### src/rtl/jftc_pkg.sv
// shared types and constants for the jump fatigue trend classifier
`timescale 1ns / 1ps
package jftc_pkg;

  localparam int SAMPLE_W       = 16;
  localparam int HELD_W         = 5;
  localparam int LIMIT_W        = 32;
  localparam int RATIO_W        = 16;
  localparam int FLOOR_W        = 16;
  localparam int APB_DATA_W     = 32;
  localparam int APB_ADDR_W     = 4;
  localparam int WINDOW_DEFAULT = 10;
  localparam int QUEUE_DEPTH    = 4;

  localparam logic [LIMIT_W-1:0] LIMIT_RESET = 32'd3840;
  localparam logic [RATIO_W-1:0] RATIO_RESET = 16'd62259;
  localparam logic [FLOOR_W-1:0] FLOOR_RESET = 16'd0;

  typedef enum logic [1:0] {
    CODE_UNKNOWN      = 2'd0,
    CODE_INCONCLUSIVE = 2'd1,
    CODE_FATIGUED     = 2'd2,
    CODE_NORMAL       = 2'd3
  } trend_code_t;

  typedef enum logic [1:0] {
    REG_VARIANCE_LIMIT = 2'd0,
    REG_DROP_RATIO     = 2'd1,
    REG_MEAN_FLOOR     = 2'd2
  } reg_index_t;

endpackage

### src/rtl/jftc_ifs.sv
// valid/ready channel interfaces for sample and result words
`timescale 1ns / 1ps
interface jftc_in_if;
  import jftc_pkg::*;
  logic                valid;
  logic                ready;
  logic [SAMPLE_W-1:0] jump_height;

  modport source (output valid, output jump_height, input ready);
  modport sink (input valid, input jump_height, output ready);
endinterface

interface jftc_out_if;
  import jftc_pkg::*;
  logic              valid;
  logic              ready;
  trend_code_t       trend_code;
  logic [HELD_W-1:0] samples_held;

  modport source (output valid, output trend_code, output samples_held, input ready);
  modport sink (input valid, input trend_code, input samples_held, output ready);
endinterface

### src/rtl/jftc_front.sv
// front end: sample delay line, running sums and sum of squares
`timescale 1ns / 1ps
module jftc_front #(
  parameter int WINDOW = jftc_pkg::WINDOW_DEFAULT
) (
  input  logic                                          clk,
  input  logic                                          rst_n,
  jftc_in_if.sink                                       in_word,
  input  logic [$clog2(jftc_pkg::QUEUE_DEPTH+1)-1:0]    q_level,
  output logic                                          push,
  output logic [jftc_pkg::SAMPLE_W+$clog2(WINDOW)-1:0]  push_recent,
  output logic [2*jftc_pkg::SAMPLE_W+$clog2(WINDOW)-1:0] push_square,
  output logic [jftc_pkg::SAMPLE_W+$clog2(WINDOW)-1:0]  push_prior,
  output logic [$clog2(2*WINDOW+1)-1:0]                 push_fill
);
  import jftc_pkg::*;

  localparam int DEPTH = 2 * WINDOW;
  localparam int CNT_W = $clog2(DEPTH + 1);
  localparam int SUM_W = SAMPLE_W + $clog2(WINDOW);
  localparam int SQX_W = 2 * SAMPLE_W;
  localparam int SQ_W  = SQX_W + $clog2(WINDOW);
  localparam int LVL_W = $clog2(QUEUE_DEPTH + 1);

  logic [SAMPLE_W-1:0] line_r [DEPTH];
  logic [CNT_W-1:0]    fill_r, fill_nxt;
  logic [SUM_W-1:0]    recent_r, recent_nxt;
  logic [SUM_W-1:0]    prior_r, prior_nxt;
  logic [SQ_W-1:0]     square_r, square_nxt;
  logic [SAMPLE_W-1:0] moving, oldest;
  logic                accept;

  logic                vb_r, vc_r;
  logic [SAMPLE_W-1:0] xb_r, mb_r;
  logic [SUM_W-1:0]    recent_b_r, prior_b_r, recent_c_r, prior_c_r;
  logic [CNT_W-1:0]    fill_b_r, fill_c_r;
  logic [SQX_W-1:0]    sqx_r, sqm_r;
  logic [LVL_W+1:0]    in_flight;

  // credit: every word in flight already owns a queue slot
  assign in_flight     = (LVL_W+2)'(q_level) + (LVL_W+2)'(vb_r) + (LVL_W+2)'(vc_r);
  assign in_word.ready = in_flight < (LVL_W+2)'(QUEUE_DEPTH);
  assign accept        = in_word.valid && in_word.ready;

  assign moving = (fill_r >= CNT_W'(WINDOW)) ? line_r[WINDOW-1] : '0;
  assign oldest = (fill_r == CNT_W'(DEPTH)) ? line_r[DEPTH-1] : '0;

  always_comb begin
    fill_nxt   = (fill_r == CNT_W'(DEPTH)) ? fill_r : fill_r + CNT_W'(1);
    recent_nxt = recent_r + SUM_W'(in_word.jump_height) - SUM_W'(moving);
    prior_nxt  = prior_r + SUM_W'(moving) - SUM_W'(oldest);
    square_nxt = square_r + SQ_W'(sqx_r) - SQ_W'(sqm_r);
  end

  always_ff @(posedge clk) begin
    if (accept) begin
      line_r[0] <= in_word.jump_height;
      for (int i = 1; i < DEPTH; i++) begin
        line_r[i] <= line_r[i-1];
      end
    end
  end

  always_ff @(posedge clk) begin
    if (!rst_n) begin
      fill_r   <= '0;
      recent_r <= '0;
      prior_r  <= '0;
      square_r <= '0;
      vb_r     <= 1'b0;
      vc_r     <= 1'b0;
    end else begin
      vb_r <= accept;
      vc_r <= vb_r;
      if (accept) begin
        fill_r   <= fill_nxt;
        recent_r <= recent_nxt;
        prior_r  <= prior_nxt;
      end
      if (vc_r) begin
        square_r <= square_nxt;
      end
    end
  end

  always_ff @(posedge clk) begin
    if (accept) begin
      xb_r       <= in_word.jump_height;
      mb_r       <= moving;
      recent_b_r <= recent_nxt;
      prior_b_r  <= prior_nxt;
      fill_b_r   <= fill_nxt;
    end
    if (vb_r) begin
      sqx_r      <= SQX_W'(xb_r) * SQX_W'(xb_r);
      sqm_r      <= SQX_W'(mb_r) * SQX_W'(mb_r);
      recent_c_r <= recent_b_r;
      prior_c_r  <= prior_b_r;
      fill_c_r   <= fill_b_r;
    end
  end

  assign push        = vc_r;
  assign push_recent = recent_c_r;
  assign push_square = square_nxt;
  assign push_prior  = prior_c_r;
  assign push_fill   = fill_c_r;

endmodule

### src/rtl/jftc_queue.sv
// short first-in first-out queue between front and back
`timescale 1ns / 1ps
module jftc_queue #(
  parameter int WIDTH = 8,
  parameter int DEPTH = jftc_pkg::QUEUE_DEPTH
) (
  input  logic                       clk,
  input  logic                       rst_n,
  input  logic                       push,
  input  logic [WIDTH-1:0]           push_data,
  input  logic                       pop,
  output logic [WIDTH-1:0]           pop_data,
  output logic                       not_empty,
  output logic [$clog2(DEPTH+1)-1:0] level
);
  localparam int PTR_W = $clog2(DEPTH);
  localparam int LVL_W = $clog2(DEPTH + 1);

  logic [WIDTH-1:0] slot_r [DEPTH];
  logic [PTR_W-1:0] wr_r, rd_r;
  logic [LVL_W-1:0] level_r;

  assign pop_data  = slot_r[rd_r];
  assign not_empty = level_r != '0;
  assign level     = level_r;

  always_ff @(posedge clk) begin
    if (push) begin
      slot_r[wr_r] <= push_data;
    end
  end

  always_ff @(posedge clk) begin
    if (!rst_n) begin
      wr_r    <= '0;
      rd_r    <= '0;
      level_r <= '0;
    end else begin
      if (push) begin
        wr_r <= (wr_r == PTR_W'(DEPTH - 1)) ? '0 : wr_r + PTR_W'(1);
      end
      if (pop) begin
        rd_r <= (rd_r == PTR_W'(DEPTH - 1)) ? '0 : rd_r + PTR_W'(1);
      end
      if (push && !pop) begin
        level_r <= level_r + LVL_W'(1);
      end else if (pop && !push) begin
        level_r <= level_r - LVL_W'(1);
      end
    end
  end

endmodule

### src/rtl/jftc_back.sv
// back end: products, threshold compares and the output register
`timescale 1ns / 1ps
module jftc_back #(
  parameter int WINDOW = jftc_pkg::WINDOW_DEFAULT
) (
  input  logic                                           clk,
  input  logic                                           rst_n,
  input  logic                                           q_valid,
  output logic                                           q_pop,
  input  logic [jftc_pkg::SAMPLE_W+$clog2(WINDOW)-1:0]   q_recent,
  input  logic [2*jftc_pkg::SAMPLE_W+$clog2(WINDOW)-1:0] q_square,
  input  logic [jftc_pkg::SAMPLE_W+$clog2(WINDOW)-1:0]   q_prior,
  input  logic [$clog2(2*WINDOW+1)-1:0]                  q_fill,
  input  logic [jftc_pkg::LIMIT_W-1:0]                   variance_limit,
  input  logic [jftc_pkg::RATIO_W-1:0]                   drop_ratio,
  input  logic [jftc_pkg::FLOOR_W-1:0]                   mean_floor,
  jftc_out_if.source                                     out_word
);
  import jftc_pkg::*;

  localparam int DEPTH   = 2 * WINDOW;
  localparam int CNT_W   = $clog2(DEPTH + 1);
  localparam int SUM_W   = SAMPLE_W + $clog2(WINDOW);
  localparam int SQ_W    = 2 * SAMPLE_W + $clog2(WINDOW);
  localparam int NSQ_W   = SQ_W + $clog2(WINDOW + 1);
  localparam int S1SQ_W  = 2 * SUM_W;
  localparam int NN1     = WINDOW * (WINDOW - 1);
  localparam int BND_W   = LIMIT_W + $clog2(NN1 + 1);
  localparam int CMP_W   = (NSQ_W > BND_W) ? NSQ_W : BND_W;
  localparam int FLR_W   = FLOOR_W + $clog2(WINDOW + 1);
  localparam int DRP_W   = SUM_W + RATIO_W;

  logic              v1_r, adv1;
  logic [NSQ_W-1:0]  nsq_r, spread;
  logic [S1SQ_W-1:0] s1sq_r;
  logic [BND_W-1:0]  bnd_r;
  logic [FLR_W-1:0]  flr_r;
  logic [DRP_W-1:0]  drp_r, rec_sh_r;
  logic [SUM_W-1:0]  prior1_r;
  logic              full1_r;
  logic [HELD_W-1:0] held1_r;

  logic              out_valid_r;
  trend_code_t       code_r, code_nxt;
  logic [HELD_W-1:0] held_r;

  assign adv1  = v1_r && (!out_valid_r || out_word.ready);
  assign q_pop = q_valid && (!v1_r || adv1);

  always_ff @(posedge clk) begin
    if (q_pop) begin
      nsq_r    <= NSQ_W'(q_square) * NSQ_W'(WINDOW);
      s1sq_r   <= S1SQ_W'(q_recent) * S1SQ_W'(q_recent);
      bnd_r    <= BND_W'(variance_limit) * BND_W'(NN1);
      flr_r    <= FLR_W'(mean_floor) * FLR_W'(WINDOW);
      drp_r    <= DRP_W'(q_prior) * DRP_W'(drop_ratio);
      rec_sh_r <= {q_recent, {RATIO_W{1'b0}}};
      prior1_r <= q_prior;
      full1_r  <= q_fill == CNT_W'(DEPTH);
      held1_r  <= HELD_W'(q_fill);
    end
  end

  assign spread = nsq_r - NSQ_W'(s1sq_r);

  always_comb begin
    if (!full1_r) begin
      code_nxt = CODE_UNKNOWN;
    end else if (CMP_W'(spread) > CMP_W'(bnd_r)) begin
      code_nxt = CODE_INCONCLUSIVE;
    end else if (FLR_W'(prior1_r) <= flr_r) begin
      code_nxt = CODE_UNKNOWN;
    end else if (rec_sh_r < drp_r) begin
      code_nxt = CODE_FATIGUED;
    end else begin
      code_nxt = CODE_NORMAL;
    end
  end

  always_ff @(posedge clk) begin
    if (!rst_n) begin
      v1_r        <= 1'b0;
      out_valid_r <= 1'b0;
    end else begin
      if (q_pop) begin
        v1_r <= 1'b1;
      end else if (adv1) begin
        v1_r <= 1'b0;
      end
      if (adv1) begin
        out_valid_r <= 1'b1;
      end else if (out_word.ready) begin
        out_valid_r <= 1'b0;
      end
    end
  end

  always_ff @(posedge clk) begin
    if (adv1) begin
      code_r <= code_nxt;
      held_r <= held1_r;
    end
  end

  assign out_word.valid        = out_valid_r;
  assign out_word.trend_code   = code_r;
  assign out_word.samples_held = held_r;

endmodule

### src/rtl/jump_fatigue_trend_classifier_core.sv
// top level of the jump fatigue trend classifier with its register port
`timescale 1ns / 1ps
// Takes one jump-height word per cycle while a queue slot is unclaimed and returns one trend code
// per word, in order, with the count of samples held. A sample passes the front delay line and
// sum-of-squares pipe, the queue, the product stage and the output register; the sustained
// rate is one word per clock while the receiver takes every result. A four-entry queue
// decouples the front from the back, so the input keeps flowing while a result waits, until
// all four slots are claimed. Line entries not yet written are masked by the fill count, so
// no clearing pass follows reset. Registers: 0x0 variance limit, 0x4 drop ratio, 0x8 mean
// floor; write them only while no word is in flight.
module jump_fatigue_trend_classifier_core #(
  parameter int WINDOW = jftc_pkg::WINDOW_DEFAULT
) (
  input  logic                            clk,
  input  logic                            rst_n,
  jftc_in_if.sink                         in_word,
  jftc_out_if.source                      out_word,
  input  logic                            cfg_psel,
  input  logic                            cfg_penable,
  input  logic                            cfg_pwrite,
  input  logic [jftc_pkg::APB_ADDR_W-1:0] cfg_paddr,
  input  logic [jftc_pkg::APB_DATA_W-1:0] cfg_pwdata,
  output logic [jftc_pkg::APB_DATA_W-1:0] cfg_prdata,
  output logic                            cfg_pready
);
  import jftc_pkg::*;

  localparam int CNT_W   = $clog2(2 * WINDOW + 1);
  localparam int SUM_W   = SAMPLE_W + $clog2(WINDOW);
  localparam int SQ_W    = 2 * SAMPLE_W + $clog2(WINDOW);
  localparam int ENTRY_W = SUM_W + SQ_W + SUM_W + CNT_W;
  localparam int LVL_W   = $clog2(QUEUE_DEPTH + 1);

  logic [LIMIT_W-1:0] limit_r;
  logic [RATIO_W-1:0] ratio_r;
  logic [FLOOR_W-1:0] floor_r;
  logic               cfg_write;
  reg_index_t         cfg_index;

  logic               push, pop, q_valid;
  logic [SUM_W-1:0]   push_recent, push_prior, q_recent, q_prior;
  logic [SQ_W-1:0]    push_square, q_square;
  logic [CNT_W-1:0]   push_fill, q_fill;
  logic [ENTRY_W-1:0] push_data, pop_data;
  logic [LVL_W-1:0]   q_level;

  assign cfg_pready = 1'b1;
  assign cfg_write  = cfg_psel && cfg_penable && cfg_pwrite;
  assign cfg_index  = reg_index_t'(cfg_paddr[3:2]);

  always_ff @(posedge clk) begin
    if (!rst_n) begin
      limit_r <= LIMIT_RESET;
      ratio_r <= RATIO_RESET;
      floor_r <= FLOOR_RESET;
    end else if (cfg_write) begin
      case (cfg_index)
        REG_VARIANCE_LIMIT: limit_r <= cfg_pwdata;
        REG_DROP_RATIO:     ratio_r <= cfg_pwdata[RATIO_W-1:0];
        REG_MEAN_FLOOR:     floor_r <= cfg_pwdata[FLOOR_W-1:0];
        default: ;
      endcase
    end
  end

  always_comb begin
    case (cfg_index)
      REG_VARIANCE_LIMIT: cfg_prdata = limit_r;
      REG_DROP_RATIO:     cfg_prdata = APB_DATA_W'(ratio_r);
      REG_MEAN_FLOOR:     cfg_prdata = APB_DATA_W'(floor_r);
      default:            cfg_prdata = '0;
    endcase
  end

  jftc_front #(
    .WINDOW (WINDOW)
  ) u_front (
    .clk         (clk),
    .rst_n       (rst_n),
    .in_word     (in_word),
    .q_level     (q_level),
    .push        (push),
    .push_recent (push_recent),
    .push_square (push_square),
    .push_prior  (push_prior),
    .push_fill   (push_fill)
  );

  assign push_data = {push_recent, push_square, push_prior, push_fill};
  assign {q_recent, q_square, q_prior, q_fill} = pop_data;

  jftc_queue #(
    .WIDTH (ENTRY_W),
    .DEPTH (QUEUE_DEPTH)
  ) u_queue (
    .clk       (clk),
    .rst_n     (rst_n),
    .push      (push),
    .push_data (push_data),
    .pop       (pop),
    .pop_data  (pop_data),
    .not_empty (q_valid),
    .level     (q_level)
  );

  jftc_back #(
    .WINDOW (WINDOW)
  ) u_back (
    .clk            (clk),
    .rst_n          (rst_n),
    .q_valid        (q_valid),
    .q_pop          (pop),
    .q_recent       (q_recent),
    .q_square       (q_square),
    .q_prior        (q_prior),
    .q_fill         (q_fill),
    .variance_limit (limit_r),
    .drop_ratio     (ratio_r),
    .mean_floor     (floor_r),
    .out_word       (out_word)
  );

endmodule

### src/flat_wrapper.sv
// flat-port wrapper written by rule: the top's interface ports become plain ports
module jump_fatigue_trend_classifier_core_flat import jftc_pkg::*;
#(
  parameter int WINDOW = jftc_pkg::WINDOW_DEFAULT
)
  (clk, rst_n, cfg_psel, cfg_penable, cfg_pwrite, cfg_paddr, cfg_pwdata, cfg_prdata, cfg_pready, in_word_valid, in_word_jump_height, in_word_ready, out_word_valid, out_word_trend_code, out_word_samples_held, out_word_ready);
  jftc_in_if in_word_i ();
  jftc_out_if out_word_i ();
  input  logic clk;
  input  logic rst_n;
  input  logic cfg_psel;
  input  logic cfg_penable;
  input  logic cfg_pwrite;
  input  logic [jftc_pkg::APB_ADDR_W-1:0] cfg_paddr;
  input  logic [jftc_pkg::APB_DATA_W-1:0] cfg_pwdata;
  output logic [jftc_pkg::APB_DATA_W-1:0] cfg_prdata;
  output logic cfg_pready;
  input wire logic [$bits(in_word_i.valid)-1:0] in_word_valid;
  input wire logic [$bits(in_word_i.jump_height)-1:0] in_word_jump_height;
  output wire logic [$bits(in_word_i.ready)-1:0] in_word_ready;
  output wire logic [$bits(out_word_i.valid)-1:0] out_word_valid;
  output wire logic [$bits(out_word_i.trend_code)-1:0] out_word_trend_code;
  output wire logic [$bits(out_word_i.samples_held)-1:0] out_word_samples_held;
  input wire logic [$bits(out_word_i.ready)-1:0] out_word_ready;
  assign in_word_i.valid = in_word_valid;
  assign in_word_i.jump_height = in_word_jump_height;
  assign in_word_ready = in_word_i.ready;
  assign out_word_valid = out_word_i.valid;
  assign out_word_trend_code = out_word_i.trend_code;
  assign out_word_samples_held = out_word_i.samples_held;
  assign out_word_i.ready = out_word_ready;
  jump_fatigue_trend_classifier_core #(.WINDOW(WINDOW)) u_core (.clk(clk), .rst_n(rst_n), .in_word(in_word_i), .out_word(out_word_i), .cfg_psel(cfg_psel), .cfg_penable(cfg_penable), .cfg_pwrite(cfg_pwrite), .cfg_paddr(cfg_paddr), .cfg_pwdata(cfg_pwdata), .cfg_prdata(cfg_prdata), .cfg_pready(cfg_pready));
endmodule
### config.mk
export PLATFORM = sky130hd
export DESIGN_NAME = jump_fatigue_trend_classifier_core_flat
export DESIGN_NICKNAME = d
export VERILOG_FILES = /design/src/rtl/jftc_pkg.sv /design/src/rtl/jftc_ifs.sv /design/src/rtl/jftc_front.sv /design/src/rtl/jftc_queue.sv /design/src/rtl/jftc_back.sv /design/src/rtl/jump_fatigue_trend_classifier_core.sv /design/src/flat_wrapper.sv
export SDC_FILE = /design/constraint.sdc
export NUM_CORES = 2
export LEC_CHECK = 0
export ABC_CLOCK_PERIOD_IN_PS = 39700
export BUFFER_PORTS_ARGS = -buffer_cell sky130_fd_sc_hd__buf_4
export CAP_MARGIN = 20
export CORE_UTILIZATION = 54
export DETAILED_ROUTE_END_ITERATION = 6
export PLACE_DENSITY = 0.7
export SYNTH_ARGS = -nofsm -noshare
export SYNTH_HDL_FRONTEND = slang
export SYNTH_SLANG_ARGS = --single-unit
### constraint.sdc
create_clock -name clk -period 39.7 [get_ports clk]
set_input_delay 1.985 -clock clk [delete_from_list [all_inputs] [get_ports clk]]
set_output_delay 1.985 -clock clk [all_outputs]
set_load 0.1 [all_outputs]
Word level (Yosys, flattened, before mapping):

Memories as Yosys holds them, arrays and structs flattened. A register that Yosys moved wholly into a read port is not among the register bits.
Cells that the tools add are included.

* register bits: 567
* memory bits (writable): 644
* input bits: 59
* output and inout bits: 42
* word-level logic and storage cells: 114
* memories: 2

Memories
* u_core.u_queue.slot_r: words 4, bits a word 81, rd ports 1, clocked after memory_dff 1, wr ports 1, line jftc_queue.sv:19 `logic [WIDTH-1:0] slot_r [DEPTH];`
* u_core.u_front.line_r: words 20, bits a word 16, rd ports 20, clocked after memory_dff 0, wr ports 20, line jftc_front.sv:25 `logic [SAMPLE_W-1:0] line_r [DEPTH];`

* add/subtract/negate cells: 14
* multiply operators: 7
* magnitude comparators: 5
* equal/unequal tests: 6
* mux-type cells: 21
* bitwise operators: 1
* reductions and logical operators: 22

Operators with widths (number)
* case mux 32 bit (3 select lines): 1
* multiplier 16 x 16 -> 32 bit: 2
* adder 20 x 16 -> 20 bit: 2
* greater-than comparator 40 x 39 -> 1 bit: 1
* multiplier 20 x 20 -> 40 bit: 1
* subtractor 20 x 16 -> 20 bit: 2
* subtractor 40 bit: 1
* multiplier 36 x 3 -> 39 bit (second input constant): 1
* multiplier 32 x 6 -> 38 bit (second input constant): 1
* adder 36 x 32 -> 36 bit: 1
* < comparator 36 bit: 1
* multiplier 20 x 16 -> 36 bit: 1
* subtractor 36 x 32 -> 36 bit: 1
* 2-to-1 mux 16 bit: 2
* <= comparator 20 bit: 1
* multiplier 16 x 3 -> 19 bit (second input constant): 1
* 2-to-1 mux 1 bit: 11
* == test 5 bit (second input constant): 2
* 2-to-1 mux 2 bit: 4
* logical AND 1 bit: 7
* == test 2 bit (second input constant): 3
* 2-to-1 mux 3 bit: 2
* AND reduction 2 bit: 3
* nonzero test 2 bit: 3
* 16 further kinds: 21

Longest topological paths before layout:

* depth after elaboration: 8
* mapped depth: 34

Hierarchy:

From an unflattened synthesis, not the netlist that was laid out.

* cell total of the unflattened synthesis: 8202
* area, all modules: 92326.0 um^2

By module, submodules not included
* jftc_back: times used 1, cells an instance 4045, area an instance 38862.3 um^2, sequential area each 6736.5 um^2
* jftc_front: times used 1, cells an instance 3349, area an instance 38266.7 um^2, sequential area each 16315.6 um^2
* jftc_queue: times used 1, cells an instance 466, area an instance 12220.5 um^2, sequential area each 9909.5 um^2
* jump_fatigue_trend_classifier_core: times used 1, cells an instance 342, area an instance 2976.6 um^2, sequential area each 1281.2 um^2

Least setup slack after synthesis:

Ideal clock, no wire load.

* kind: flip-flop to flip-flop
* start: register u_core.u_front.vb_r
* end: register u_core.u_front.fill_b_r[0], enable pin
* library setup time: 892 ps
* arrival: 16272 ps
* data required time: 38808 ps
* path slack: 22536 ps
* stages on the path, launching flop included: 8
* buffers on the path: 2
* cell sequence: dfxtp_1 ha_1 ha_1 a31oi_1 nand2_1 inv_1 clkbuf_1 buf_1

* word-level cells in the longest chain between the ends: 4

RTL lines
* start, declared: line jftc_front.sv:33 `logic vb_r, vc_r;`
* start signal, assigned: line jftc_front.sv:73 `vb_r <= accept;`
* adder 3 x 1 -> 4 bit: line jftc_front.sv:41 `assign in_flight = (LVL_W+2)'(q_level) + (LVL_W+2)'(vb_r) + (LVL_W+2)'(vc_r);`
* adder 5 x 1 -> 5 bit: line jftc_front.sv:41
* < comparator 5 x 3 -> 1 bit: line jftc_front.sv:42 `assign in_word.ready = in_flight < (LVL_W+2)'(QUEUE_DEPTH);`
* named net in_word_ready: line flat_wrapper.sv:20 `output wire logic [$bits(in_word_i.ready)-1:0] in_word_ready;`
* logical AND 1 bit: line jftc_front.sv:43 `assign accept = in_word.valid && in_word.ready;`
* named net u_core.u_front.accept: line jftc_front.sv:31 `logic accept;`
* end signal, assigned: line jftc_front.sv:92 `fill_b_r <= fill_nxt;`
* end, declared: line jftc_front.sv:36 `logic [CNT_W-1:0] fill_b_r, fill_c_r;`

The timed path passes the listed nets, and every way through them passes these cells.
A chain may end at the register's enable or synchronous reset.

==> impl_metrics.tcl <==
set metrics [dict create \
    postCtsHoldBufs 0 \
    criticalPathCategory "flop to flop" \
    wl_per_cell_um 18.6 \
    holdPathStages 0 \
    worstPathArrival_ns 10.96 \
    grt_use_met2_pct 39.9 \
    drcViolationCount 0 \
    syn_area_um2 91000 \
    period_needed_ns 10.41 \
    grt_pass1_wl_mm 317 \
    synth_edf_count 1035 \
    grt-ovfl-total 0 \
    clk_pin_slew_ns 0.06 \
    routed_wl_mm 196 \
    holdPathEnd "u_core.u_front.push_fill[1]$_DFFE_PP_" \
    ys_types 89 \
    antenna_found_initial 7 \
    h-tree-depth 4 \
    cts_buffer_depth 3 \
    synthArstFlopShare_pct 0 \
    groute.usage.overall_pct 23.7 \
    fill_cells 13600 \
    finalHoldViolations 0 \
    grt.busiest_layer "met2" \
    required_ns 40.26 \
    met1_usage_pct 30.6 \
    syn_nets 9983 \
    worst-path-max-fanout 55 \
    mostFrequentLayoutCells "inv_1, edfxtp_1, fa_1, ha_1, nand2_1" \
    yosys_most_used_dff "edfxtp_1" \
    maxSlewHeadroom_pct 26.8 \
    nets 10100 \
    vias 57400 \
    dr.pass1.iters 6 \
    timing.fmax_ghz 0.0961 \
    reg2regPathDepth 25 \
    rows 150 \
    syn_to_final_growth_pct 8.40 \
    worst_setup_path_start_kind "flop" \
    critPathCaptureType "flop" \
    maxSlewViolCount 0 \
    layout_commonest_cell "inv_1" \
    core-area_um2 167000 \
    r2r_slack_ns 29.29 \
    cts_setup_buffers 0 \
    cts_tree "done" \
    cts_root_buf "clkbuf_16" \
    gp_congestion 0.920 \
    fin_tns_setup_ns 0 \
    min_from "u_core.u_front.fill_b_r[1]$_DFFE_PP_" \
    grt_pass1_vias 60900 \
    place_hpwl_mm 150 \
    rr_endpoint "u_core.u_back.s1sq_r[36]$_DFFE_PP_" \
    insertion_delay_ns 0.79 \
    max_slew.worst_pin.slew_ns 1.09 \
    syn-instance-count 8121 \
    grt_max_degree 197 \
    cts_resized 0 \
    status "finished clean" \
    ys_seq_elements 1193 \
    die_height_um 413 \
    synth_area_per_cell_um2 11.2 \
    die_w_um 413 \
    fin_skew_ns 0.0553 \
    yosys_warnings 0 \
    finalSetupViolations 0 \
    timing.final.crit_share_pct 26.2 \
    drtAntennaViolNets 0 \
    cts_buffers 130 \
    min_path_type "flop to flop" \
    drtIter0Drc 3893 \
    seq_area_frac_synth_pct 37.6 \
    rsz0062_at_grt "no" \
    drive_above_1_share_pct 5.82 \
    portBuffers 97 \
    grtUsageMet3_pct 4.14 \
    maxCapViolCount 0 \
    start_util_pct 54.4 \
    dieArea_um2 170000 \
    clock-sinks 1193 \
    io_pins 101 \
    viasPerCell 5.46 \
]
cell families after synthesis:
| kind of cell | share of synthesized area, % |
|---|---|
| flops | 37.6 |
| xor+xnor | 3.14 |
| compound gates | 7.28 |
| fa+ha+maj | 32.9 |
| other cells | 0.00412 |
| buf+inv | 7.64 |
| mux | 2.57 |
| simple gates | 8.87 |
per-stage QoR:
stage          cells  instance area (µm²)  setup WS, ns  util [%]  hold WS [ns]
4_1_cts        10500                98600         29.26      59.0         0.392
6_report       10500                98700         29.29      59.0         0.391
5_1_grt        10500                98700         28.82      59.0         0.403
3_5_place_dp   10300                94200         29.28      56.3         0.405
2_1_floorplan   8121                91000         22.54         -         0.400
3_3_place_gp   10300                94200         29.34      56.3         0.401
area by class of cell:
class | count | area (µm²) | area share (%)
clock inverters | 67 | 912 | 0.924
repair buffers | 155 | 1200 | 1.22
flip-flops and latches | 1193 | 34300 | 34.7
multi-input cells | 5079 | 49900 | 50.5
clock buffers | 169 | 3490 | 3.54
well taps | 2204 | 2760 | 2.79
diodes | 4 | 10.0 | 0.0101
inverters | 1643 | 6180 | 6.26
Yosys cell counts, types with 31 or more instances:
cell / instances / area [µm²]
a21o_1: 161 / 1210
a21oi_1: 351 / 1760
a31oi_1: 42 / 263
and2_1: 253 / 1580
and3_1: 31 / 194
buf_1: 31 / 116
clkbuf_1: 171 / 642
dfxtp_1: 158 / 3160
edfxtp_1: 1035 / 31100
fa_1: 980 / 19600
ha_1: 823 / 10300
inv_1: 1636 / 6140
mux2i_1: 68 / 681
mux4_2: 62 / 1400
nand2_1: 816 / 3060
nand2b_1: 36 / 225
nand3_1: 70 / 350
nand4_1: 35 / 219
nor2_1: 306 / 1150
nor2b_1: 52 / 325
nor3_1: 65 / 325
o21a_1: 43 / 323
o21ai_0: 165 / 826
o21bai_1: 56 / 420
xnor2_1: 234 / 2050
xor2_1: 92 / 806
layer usage:
metal,vias to the layer above,wire length (µm),share of wire [%]
met3,445,11600,5.9
met5,-,56,0.029
met4,8,7710,3.9
met2,1571,93500,48
li1,26800,-,-
met1,28500,83100,42
how the worst max path moves through the flow:
stage,endpoint,slack (ns),cells past startpoint
6_report,u_core.u_back.s1sq_r[36]$_DFFE_PP_,29.29,25
5_1_grt,u_core.u_back.s1sq_r[36]$_DFFE_PP_,28.82,25
4_1_cts,u_core.u_back.s1sq_r[36]$_DFFE_PP_,29.26,25
3_5_place_dp,u_core.u_back.s1sq_r[36]$_DFFE_PP_,29.28,25
3_3_place_gp,u_core.u_back.s1sq_r[36]$_DFFE_PP_,29.34,25
2_1_floorplan,u_core.u_front.fill_b_r[0]$_DFFE_PP_,22.54,7
state kept, by name, summed over array words and instances, names as in the netlist, 32 cells and up, named ones only:
signal                   cells
u_core.u_queue.slot_r      324
u_core.u_front.line_r      305
u_core.u_back.nsq_r         39
u_core.u_back.s1sq_r        39
u_core.u_back.bnd_r         38
u_core.u_back.drp_r         36
u_core.u_front.square_r     36
u_core.limit_r              32
worst max-delay path, cell delays in order (launching register included):
cell and delay (ns):
dfxtp_4 0.77, buf_4 0.78, mux2_2 0.42, o21ai_1 0.81, inv_1 0.71, nand2_1 0.31
inv_1 0.09, fa_1 0.41, fa_1 0.55, inv_1 0.05, fa_1 0.50, inv_1 0.05
fa_1 0.48, fa_1 0.57, fa_1 0.44, fa_1 0.46, ha_1 0.38, nand2_1 0.10
or3_1 0.43, a311oi_1 0.62, or3_1 0.26, a21oi_1 0.10, a21oi_1 0.27, and2_1 0.21
o21ai_0 0.09, a221oi_1 0.32
Power is left out: the tool's default activity adds up to more than one toggle a clock period on the data nets, which glitch-free logic cannot reach.
